## config.mk

```make
export PLATFORM = sky130hd
export DESIGN_NAME = image_report_chunker_core
export DESIGN_NICKNAME = d
export VERILOG_FILES = /design/src/rtl/core/ircc_pkg.sv /design/src/rtl/core/ircc_front.sv /design/src/rtl/core/ircc_queue.sv /design/src/rtl/core/ircc_back.sv /design/src/rtl/core/image_report_chunker_core.sv
export SDC_FILE = /design/constraint.sdc
export NUM_CORES = 1
export LEC_CHECK = 0
export BUFFER_PORTS_ARGS = -buffer_cell sky130_fd_sc_hd__buf_2
export CAP_MARGIN = 25
export CORE_ASPECT_RATIO = 1.25
export CORE_MARGIN = 10
export CORE_UTILIZATION = 45
export DETAILED_ROUTE_END_ITERATION = 8
export MAX_ROUTING_LAYER = met4
export PLACE_DENSITY_LB_ADDON = 0.05
export SLEW_MARGIN = 15
export SYNTH_ARGS = -nofsm -noshare
export SYNTH_HDL_FRONTEND = slang
export SYNTH_HIERARCHICAL = 1
export SYNTH_SLANG_ARGS = --single-unit
```

## constraint.sdc

```tcl
create_clock -name aclk -period 11.16 [get_ports aclk]
set_clock_uncertainty 0.2 [all_clocks]
set_input_delay 1.674 -clock aclk [delete_from_list [all_inputs] [get_ports aclk]]
set_output_delay 1.674 -clock aclk [all_outputs]
set_load 0.02 [all_outputs]
```

## src/rtl/core/ircc_pkg.sv

```systemverilog
// ----------------------------------------------------------------------------
// ircc_pkg
// Shared types and constants of the image report chunker: header layout,
// register indexes and the entry that travels from the front to the back.
// ----------------------------------------------------------------------------
package ircc_pkg;

    localparam int PAYLOAD_BYTES = 1016;
    localparam int LEN_W         = $clog2(PAYLOAD_BYTES + 1);
    localparam int HDR_BYTES     = 8;
    localparam int STEP_W        = $clog2(HDR_BYTES + 1);
    localparam int HPOS_W        = $clog2(HDR_BYTES);

    localparam int KEY_W   = 4;
    localparam int SIZE_W  = 16;
    localparam int PAGE_W  = 16;
    localparam int BYTE_W  = 8;
    localparam int CFG_IDX_W  = 2;
    localparam int CFG_DATA_W = 16;

    localparam int QDEPTH  = 4;
    localparam int QPTR_W  = $clog2(QDEPTH);
    localparam int QCNT_W  = $clog2(QDEPTH + 1);

    localparam logic [BYTE_W-1:0] REPORT_ID = 8'h02;
    localparam logic [BYTE_W-1:0] CMD_IMAGE = 8'h07;

    localparam logic [CFG_IDX_W-1:0] REG_TARGET_KEY = 2'd0;
    localparam logic [CFG_IDX_W-1:0] REG_IMAGE_SIZE = 2'd1;

    localparam logic [HPOS_W-1:0] HB_REPORT_ID = 3'd0;
    localparam logic [HPOS_W-1:0] HB_COMMAND   = 3'd1;
    localparam logic [HPOS_W-1:0] HB_KEY       = 3'd2;
    localparam logic [HPOS_W-1:0] HB_LAST      = 3'd3;
    localparam logic [HPOS_W-1:0] HB_LEN_LO    = 3'd4;
    localparam logic [HPOS_W-1:0] HB_LEN_HI    = 3'd5;
    localparam logic [HPOS_W-1:0] HB_PAGE_LO   = 3'd6;
    localparam logic [HPOS_W-1:0] HB_PAGE_HI   = 3'd7;

    typedef struct packed {
        logic [BYTE_W-1:0] data;
        logic              hdr;
        logic              hdr_last;
        logic [LEN_W-1:0]  len;
        logic [PAGE_W-1:0] page;
        logic [KEY_W-1:0]  key;
        logic              cend;
        logic              iend;
    } ircc_entry_t;

    typedef struct packed {
        logic        valid;
        ircc_entry_t entry;
    } ircc_slot_t;

endpackage

```

## src/rtl/core/ircc_front.sv

```systemverilog
// ----------------------------------------------------------------------------
// ircc_front
// Accepts image bytes, tracks image offset, chunk position and page count,
// and classifies each byte: dropped, plain payload, or chunk opener.
// ----------------------------------------------------------------------------
module ircc_front (
    input  logic                              aclk,
    input  logic                              aresetn,
    input  logic                              cfg_valid,
    output logic                              cfg_ready,
    input  logic [ircc_pkg::CFG_IDX_W-1:0]    cfg_index,
    input  logic [ircc_pkg::CFG_DATA_W-1:0]   cfg_data,
    input  logic                              s_valid,
    output logic                              s_ready,
    input  logic [ircc_pkg::BYTE_W-1:0]       s_image_byte,
    input  logic                              q_full,
    output ircc_pkg::ircc_slot_t              q_push
);
    import ircc_pkg::*;

    logic [KEY_W-1:0]  key_reg;
    logic [SIZE_W-1:0] size_reg;
    logic [SIZE_W-1:0] offset_reg, offset_next;
    logic [PAGE_W-1:0] page_reg, page_next;
    logic [LEN_W-1:0]  pos_reg, pos_next;

    logic              accept;
    logic              drop;
    logic [SIZE_W-1:0] remaining;
    logic [LEN_W-1:0]  len;
    logic              hdr_last;
    logic [SIZE_W:0]   offset_inc;
    logic              iend;
    logic              cend;

    assign cfg_ready = 1'b1;
    assign s_ready   = !q_full;
    assign accept    = s_valid && s_ready;

    always_comb begin
        drop       = (size_reg == '0) || (offset_reg >= size_reg);
        remaining  = size_reg - offset_reg;
        hdr_last   = remaining <= SIZE_W'(PAYLOAD_BYTES);
        len        = hdr_last ? remaining[LEN_W-1:0] : LEN_W'(PAYLOAD_BYTES);
        offset_inc = {1'b0, offset_reg} + (SIZE_W+1)'(1);
        iend       = offset_inc >= {1'b0, size_reg};
        cend       = iend || (pos_reg >= LEN_W'(PAYLOAD_BYTES - 1));
    end

    always_comb begin
        offset_next = offset_reg;
        page_next   = page_reg;
        pos_next    = pos_reg;
        if (accept) begin
            if (drop || iend) begin
                offset_next = '0;
                page_next   = '0;
                pos_next    = '0;
            end else begin
                offset_next = offset_inc[SIZE_W-1:0];
                if (cend) begin
                    pos_next  = '0;
                    page_next = page_reg + PAGE_W'(1);
                end else begin
                    pos_next = pos_reg + LEN_W'(1);
                end
            end
        end
    end

    always_comb begin
        q_push.valid          = accept && !drop;
        q_push.entry.data     = s_image_byte;
        q_push.entry.hdr      = pos_reg == '0;
        q_push.entry.hdr_last = hdr_last;
        q_push.entry.len      = len;
        q_push.entry.page     = page_reg;
        q_push.entry.key      = key_reg;
        q_push.entry.cend     = cend;
        q_push.entry.iend     = iend;
    end

    always_ff @(posedge aclk) begin
        if (!aresetn) begin
            key_reg    <= '0;
            size_reg   <= '0;
            offset_reg <= '0;
            page_reg   <= '0;
            pos_reg    <= '0;
        end else begin
            offset_reg <= offset_next;
            page_reg   <= page_next;
            pos_reg    <= pos_next;
            if (cfg_valid && cfg_ready) begin
                if (cfg_index == REG_TARGET_KEY) begin
                    key_reg <= cfg_data[KEY_W-1:0];
                end else if (cfg_index == REG_IMAGE_SIZE) begin
                    size_reg <= cfg_data[SIZE_W-1:0];
                end
            end
        end
    end

endmodule

```

## src/rtl/core/ircc_queue.sv

```systemverilog
// ----------------------------------------------------------------------------
// ircc_queue
// Short first-in first-out queue of classified items between front and back.
// ----------------------------------------------------------------------------
module ircc_queue (
    input  logic                 aclk,
    input  logic                 aresetn,
    input  ircc_pkg::ircc_slot_t push,
    output logic                 full,
    output ircc_pkg::ircc_slot_t head,
    input  logic                 pop
);
    import ircc_pkg::*;

    ircc_entry_t       mem_reg [QDEPTH];
    logic [QPTR_W-1:0] wr_ptr_reg, wr_ptr_next;
    logic [QPTR_W-1:0] rd_ptr_reg, rd_ptr_next;
    logic [QCNT_W-1:0] count_reg, count_next;
    logic              do_push;
    logic              do_pop;

    assign full       = count_reg == QCNT_W'(QDEPTH);
    assign head.valid = count_reg != '0;
    assign head.entry = mem_reg[rd_ptr_reg];
    assign do_push    = push.valid && !full;
    assign do_pop     = pop && head.valid;

    always_comb begin
        wr_ptr_next = do_push ? wr_ptr_reg + QPTR_W'(1) : wr_ptr_reg;
        rd_ptr_next = do_pop ? rd_ptr_reg + QPTR_W'(1) : rd_ptr_reg;
        count_next  = count_reg + QCNT_W'(do_push) - QCNT_W'(do_pop);
    end

    always_ff @(posedge aclk) begin
        if (!aresetn) begin
            wr_ptr_reg <= '0;
            rd_ptr_reg <= '0;
            count_reg  <= '0;
        end else begin
            wr_ptr_reg <= wr_ptr_next;
            rd_ptr_reg <= rd_ptr_next;
            count_reg  <= count_next;
        end
    end

    always_ff @(posedge aclk) begin
        if (do_push) begin
            mem_reg[wr_ptr_reg] <= push.entry;
        end
    end

`ifndef NO_ASSERTIONS
    a_count_range: assert property (@(posedge aclk) disable iff (!aresetn)
        count_reg <= QCNT_W'(QDEPTH))
        else $error("queue count out of range");

    a_ptr_gap: assert property (@(posedge aclk) disable iff (!aresetn)
        (count_reg != QCNT_W'(QDEPTH) && count_reg != '0) |->
            (wr_ptr_reg != rd_ptr_reg))
        else $error("queue pointers disagree with count");

    a_pop_moves: assert property (@(posedge aclk) disable iff (!aresetn)
        (do_pop && !do_push) |=> (count_reg == $past(count_reg) - QCNT_W'(1)))
        else $error("queue count did not follow pop");
`endif

endmodule

```

## src/rtl/core/ircc_back.sv

```systemverilog
// ----------------------------------------------------------------------------
// ircc_back
// Expands each queued item into its header bytes and payload byte and
// holds them in the output register until the receiver takes them.
// ----------------------------------------------------------------------------
module ircc_back (
    input  logic                         aclk,
    input  logic                         aresetn,
    input  ircc_pkg::ircc_slot_t         head,
    output logic                         pop,
    output logic                         m_valid,
    input  logic                         m_ready,
    output logic [ircc_pkg::BYTE_W-1:0]  m_out_byte,
    output logic                         m_report_start,
    output logic                         m_chunk_end,
    output logic                         m_image_end,
    output logic                         m_run_last
);
    import ircc_pkg::*;

    logic [STEP_W-1:0] step_reg, step_next;
    logic              valid_reg, valid_next;
    logic [BYTE_W-1:0] byte_reg, byte_next;
    logic              start_reg, start_next;
    logic              cend_reg, cend_next;
    logic              iend_reg, iend_next;
    logic              last_reg, last_next;

    logic              free;
    logic              fire;
    logic              emit_payload;
    logic [BYTE_W-1:0] hdr_byte;
    logic [15:0]       len_ext;

    assign free         = !valid_reg || m_ready;
    assign fire         = head.valid && free;
    assign emit_payload = !head.entry.hdr || (step_reg == STEP_W'(HDR_BYTES));
    assign pop          = fire && emit_payload;
    assign len_ext      = 16'(head.entry.len);

    always_comb begin
        unique case (step_reg[HPOS_W-1:0])
            HB_REPORT_ID: hdr_byte = REPORT_ID;
            HB_COMMAND:   hdr_byte = CMD_IMAGE;
            HB_KEY:       hdr_byte = BYTE_W'(head.entry.key);
            HB_LAST:      hdr_byte = BYTE_W'(head.entry.hdr_last);
            HB_LEN_LO:    hdr_byte = len_ext[7:0];
            HB_LEN_HI:    hdr_byte = len_ext[15:8];
            HB_PAGE_LO:   hdr_byte = head.entry.page[7:0];
            HB_PAGE_HI:   hdr_byte = head.entry.page[15:8];
            default:      hdr_byte = '0;
        endcase
    end

    always_comb begin
        step_next  = step_reg;
        valid_next = valid_reg;
        byte_next  = byte_reg;
        start_next = start_reg;
        cend_next  = cend_reg;
        iend_next  = iend_reg;
        last_next  = last_reg;
        if (free) begin
            valid_next = fire;
        end
        if (fire) begin
            if (emit_payload) begin
                step_next  = '0;
                byte_next  = head.entry.data;
                start_next = 1'b0;
                cend_next  = head.entry.cend;
                iend_next  = head.entry.iend;
                last_next  = 1'b1;
            end else begin
                step_next  = step_reg + STEP_W'(1);
                byte_next  = hdr_byte;
                start_next = step_reg == '0;
                cend_next  = 1'b0;
                iend_next  = 1'b0;
                last_next  = 1'b0;
            end
        end
    end

    always_ff @(posedge aclk) begin
        if (!aresetn) begin
            step_reg  <= '0;
            valid_reg <= 1'b0;
        end else begin
            step_reg  <= step_next;
            valid_reg <= valid_next;
        end
    end

    always_ff @(posedge aclk) begin
        byte_reg  <= byte_next;
        start_reg <= start_next;
        cend_reg  <= cend_next;
        iend_reg  <= iend_next;
        last_reg  <= last_next;
    end

    assign m_valid        = valid_reg;
    assign m_out_byte     = byte_reg;
    assign m_report_start = start_reg;
    assign m_chunk_end    = cend_reg;
    assign m_image_end    = iend_reg;
    assign m_run_last     = last_reg;

`ifndef NO_ASSERTIONS
    a_step_range: assert property (@(posedge aclk) disable iff (!aresetn)
        step_reg <= STEP_W'(HDR_BYTES))
        else $error("header step out of range");

    a_start_not_last: assert property (@(posedge aclk) disable iff (!aresetn)
        (valid_reg && start_reg) |-> !last_reg)
        else $error("report start on a payload byte");

    a_iend_cend: assert property (@(posedge aclk) disable iff (!aresetn)
        (valid_reg && iend_reg) |-> (cend_reg && last_reg))
        else $error("image end without chunk end");

    a_step_cleared: assert property (@(posedge aclk) disable iff (!aresetn)
        pop |=> (step_reg == '0))
        else $error("header step not cleared after payload byte");
`endif

endmodule

```

## src/rtl/core/image_report_chunker_core.sv

```systemverilog
// ----------------------------------------------------------------------------
// image_report_chunker_core
// Splits an image byte stream into reports of an 8-byte header followed by
// up to 1016 payload bytes.
//
// Configuration: cfg_index 0 writes the key index, 1 the image size in bytes;
// write only while the block is idle. cfg_ready is always high.
// Input: one image byte per s_valid/s_ready handshake. Bytes beyond the
// image size are dropped and restart the progress counters.
// Output: one report byte per m_valid/m_ready handshake, tagged with report
// start, chunk end, image end and the last-result-of-this-byte flag.
// An accepted byte is written into the queue and is then loaded into the
// output register when that register is free, which raises m_valid.
// Throughput: one result per cycle while m_ready is high; a chunk opener
// gives nine results, any other byte one, so the output side sets the pace.
// A four-entry queue decouples input from header expansion; s_ready falls
// only when it is full. A stalled receiver holds the output register and
// fills the queue. Reset clears the registers, counters, queue and output.
// ----------------------------------------------------------------------------
module image_report_chunker_core (
    input  logic                              aclk,
    input  logic                              aresetn,
    input  logic                              cfg_valid,
    output logic                              cfg_ready,
    input  logic [ircc_pkg::CFG_IDX_W-1:0]    cfg_index,
    input  logic [ircc_pkg::CFG_DATA_W-1:0]   cfg_data,
    input  logic                              s_valid,
    output logic                              s_ready,
    input  logic [ircc_pkg::BYTE_W-1:0]       s_image_byte,
    output logic                              m_valid,
    input  logic                              m_ready,
    output logic [ircc_pkg::BYTE_W-1:0]       m_out_byte,
    output logic                              m_report_start,
    output logic                              m_chunk_end,
    output logic                              m_image_end,
    output logic                              m_run_last
);
    import ircc_pkg::*;

    ircc_slot_t q_push;
    ircc_slot_t q_head;
    logic       q_full;
    logic       q_pop;

    ircc_front u_front (
        .aclk         (aclk),
        .aresetn      (aresetn),
        .cfg_valid    (cfg_valid),
        .cfg_ready    (cfg_ready),
        .cfg_index    (cfg_index),
        .cfg_data     (cfg_data),
        .s_valid      (s_valid),
        .s_ready      (s_ready),
        .s_image_byte (s_image_byte),
        .q_full       (q_full),
        .q_push       (q_push)
    );

    ircc_queue u_queue (
        .aclk    (aclk),
        .aresetn (aresetn),
        .push    (q_push),
        .full    (q_full),
        .head    (q_head),
        .pop     (q_pop)
    );

    ircc_back u_back (
        .aclk           (aclk),
        .aresetn        (aresetn),
        .head           (q_head),
        .pop            (q_pop),
        .m_valid        (m_valid),
        .m_ready        (m_ready),
        .m_out_byte     (m_out_byte),
        .m_report_start (m_report_start),
        .m_chunk_end    (m_chunk_end),
        .m_image_end    (m_image_end),
        .m_run_last     (m_run_last)
    );

endmodule

```

==> impl_metrics.csv <==
group,metric,value,unit
outcome,status,"complete, no violations",
global_route,grt.overflow.total,0,
logic_synthesis,synth-seq-area-share,0.575,
final_layout,nets,1059,
route,via_per_inst,5.50,
setup_path,rr_startpoint,"u_front/offset_reg[0]$_SDFFE_PN0P_",
cts,clk-insertion-delay-late,0.53,ns
final_layout,finalNonFillerCells,1338,
die,core_area,26200,um2
cts,cts_resized,0,
setup_path,crit_path_top_delay_cell,"nor4b_1",
setup_path,cp_cell_sequence,"ha_1 -> nand4_1 -> nor3_2 -> nand3_1 -> xnor2_1 -> ha_1 -> a21oi_1 -> o22ai_1 -> nor2_1 -> and4_1 -> and2_1 -> inv_1 -> nor4b_1 -> a221o_1",
timing,hold_viol_final,0,
place,place.gp.congestion,0.844,
place,port_buffers,44,
timing,finalMaxSlewViolations,0,
final_layout,drive_gt1_frac,0.157,
final_layout,antennaDiodeCount,0,
logic_synthesis,synth.largest_area_cell,"edfxtp_1",
cts,clock-sinks,256,
die,dieArea,33800,um2
route,drtIter0Drc,405,
logic_synthesis,synthAdderAreaFrac,0.0532,
route,antenna_left,0,
final_layout,largest_register_ffs,168,
logic_synthesis,synth_top_family_by_area,"simple AND/OR/NAND/NOR gates",
logic_synthesis,synth_cell_types,74,
pwr,power.leakage,0.00465,uW
route,drt-total-wl,27200,um
final_layout,final_util,0.509,
pwr,fin_total_pwr,2290,uW
setup_path,rr_endpoint,"u_front/page_reg[12]$_SDFFE_PN0P_",
route,post_drt_wl_per_cell,20.3,um
timing,period_needed,4.45,ns
timing,setup_tns,0,ns
logic_synthesis,synth_compound_gate_area_share,0.0946,
logic_synthesis,syn_area_per_cell,12.8,um2
setup_path,r2r_setup_slack,6.71,ns
final_layout,layout-area-overhead-vs-synth,10.5,%
cts,clock-root-buffer,"clkbuf_16",
place,dp_slack,6.44,ns
place,dp.cells,1289,
cts,cts.clk_slew.worst_paths,0.06,ns
min_path,hold_end,"u_front/offset_reg[9]$_SDFFE_PN0P_",
setup_path,worst_setup_path_end_kind,"register",
die,io_pins,46,
global_route,grt_max_degree,43,
setup_path,reg2reg_depth,14,
die,initial_core_util,0.460,
logic_synthesis,ys_ff_latch,256,
setup_path,path_max_fanout,7,
timing,fin_crit_sh,0.399,
logic_synthesis,ys_warn_count,6,
logic_synthesis,synth_top_area_frac,0.448,
min_path,min_path_type,"register to register",
route,drcViolationCount,0,
logic_synthesis,synth_simple_gate_area_frac,0.116,
route,dr_total_vias,7365,
timing,fmax,225,MHz
global_route,antenna_found_initial,0,
global_route,first_global_vias,7511,
cts,cts_made_buffers,26,
die,die_h,203,um
logic_synthesis,async_flop_share,0,
place,dpl.hpwl,18600,um
logic_synthesis,synth_edf_count,180,
cts,cts_tree,"done",
cts,clockBufferDepth,3,
cts,hold_buffers,0,
logic_synthesis,synth_area_leaders,"edfxtp_1, dfxtp_1, mux4_2",
setup_path,cp_common_cell,"ha_1",
logic_synthesis,ys.flop_type,"edfxtp_1",
logic_synthesis,synthMuxAreaShare,0.0876,
logic_synthesis,synth_fp_nets,1024,
global_route,grt_pass1_wl,42700,um
setup_path,worstPathArrival,4.71,ns
timing,finalSetupViolCount,0,
setup_path,worstPathRequired,11.42,ns
timing,rsz0062_at_grt,"no",
min_path,min_from,"u_front/offset_reg[9]$_SDFFE_PN0P_",
setup_path,crit_family,"simple AND/OR/NAND/NOR gates",
timing,relSlewSlack,0.418,
route,dr.pass1.iters,4,
global_route,grt_usage,0.162,
pwr,ir_drop,112,uV
timing,tightest_slew,0.874,ns
min_path,worstHoldPathCells,1,
cts,cts_setup_buffers,0,
logic_synthesis,synth-xor-area-share,0.0283,
setup_path,critPathBufInv,1,
die,die_x,166,um
logic_synthesis,synth_area,12100,um2
timing,fin_ws,6.71,ns
setup_path,crit_type,"register to register",
die,rows,66,
setup_path,max_stage_delay,0.74,ns
cts,cts_max_level,1,
job,drv_cap,0,
pwr,p_per_area,172,nW/um2
logic_synthesis,synth_cells,943,
setup_path,start_kind,"register",
-- worst max path at each step --
stage | start | to | slack [ns] | cells past startpoint
after floorplan | s_valid | u_queue/mem_reg[0][0]$_DFFE_PP_ | 7.00 | 6
after global placement | aresetn | u_front/page_reg[4]$_SDFFE_PN0P_ | 6.47 | 5
after detailed placement | aresetn | u_front/page_reg[4]$_SDFFE_PN0P_ | 6.44 | 5
after CTS | u_front/offset_reg[0]$_SDFFE_PN0P_ | u_queue/count_reg[2]$_SDFF_PN0_ | 6.77 | 18
after global routing | u_front/offset_reg[0]$_SDFFE_PN0P_ | u_front/page_reg[7]$_SDFFE_PN0P_ | 6.38 | 14
final | u_front/offset_reg[0]$_SDFFE_PN0P_ | u_front/page_reg[12]$_SDFFE_PN0P_ | 6.71 | 14
-- Yosys cell counts, drive strengths merged, types with 14 or more instances --
cell / count
ha: 48
dfxtp: 76
o21ai: 26
xnor2: 27
mux4: 42
edfxtp: 180
nand2: 91
nand4: 20
nand3: 23
a21oi: 46
buf: 34
a32o: 16
inv: 55
clkbuf: 14
nor2: 50
-- cell type report --
class | count | area [um2]
Clock buffer | 32 | 704
Clock inverter | 16 | 164
Fill cell | 2324 | 12900
Inverter | 56 | 210
Multi-Input combinational cell | 583 | 4580
Sequential cell | 256 | 6930
Tap cell | 340 | 425
Timing Repair Buffer | 55 | 303
-- through the flow --
step                      hold slack, ns  instance area, um2
after floorplan                    0.242               12100
after global placement             0.251               12400
after detailed placement           0.260               12400
after CTS                          0.275               13300
after global routing               0.308               13300
final                              0.285               13300
-- where the power goes --
| part | total, uW | internal, uW | switching (uW) |
|---|---|---|---|
| clock network | 876 | 518 | 358 |
| logic | 313 | 107 | 206 |
| registers | 1100 | 1080 | 20.5 |
-- layout by cell type, fill, tap and decap left out, drive strengths merged, types with 6 or more instances in the layout --
master / Yosys / routed
a211oi: 11 / 11
mux2i: 8 / 8
dfxtp: 76 / 76
nand2b: 11 / 11
clkinv: 1 / 9
nor2b: 7 / 7
nor3: 13 / 13
inv: 55 / 56
a21o: 13 / 13
and3: 8 / 8
or3: 11 / 11
nand2: 91 / 91
nor3b: 6 / 6
nor2: 50 / 50
clkbuf: 14 / 32
o21ai: 26 / 26
a32o: 16 / 16
xnor2: 27 / 27
edfxtp: 180 / 180
a21oi: 46 / 46
nor4: 10 / 10
ha: 48 / 48
nand4: 20 / 20
nand3: 23 / 23
xor2: 12 / 12
a31oi: 8 / 8
and2: 12 / 12
buf: 34 / 55
mux4: 42 / 42
-- cells by family after synthesis --
logic type	Yosys count
mux	52
xor+xnor	39
compound gates	162
simple gates	279
fa+ha+maj	50
flops	256
buf+inv	104
other cells	1
-- worst register-to-register path, cell delays in order, from the launching register on --
cell     delay (ns)
dfxtp_1        0.46
ha_1           0.31
nand4_1        0.22
nor3_2         0.37
nand3_1        0.14
xnor2_1        0.25
ha_1           0.29
a21oi_1        0.13
o22ai_1        0.10
nor2_1         0.13
and4_1         0.36
and2_1         0.27
inv_1          0.18
nor4b_1        0.74
a221o_1        0.25
-- routing by layer --
metal  up-vias  wire length [um]  global-route usage
met3        30               818              0.0214
met2       117             14100               0.280
met5         -                 0                   -
li1       3600                 -                   -
met4         0               546              0.0437
met1      3618             11700               0.195
Power figures use the tool's default switching activity.
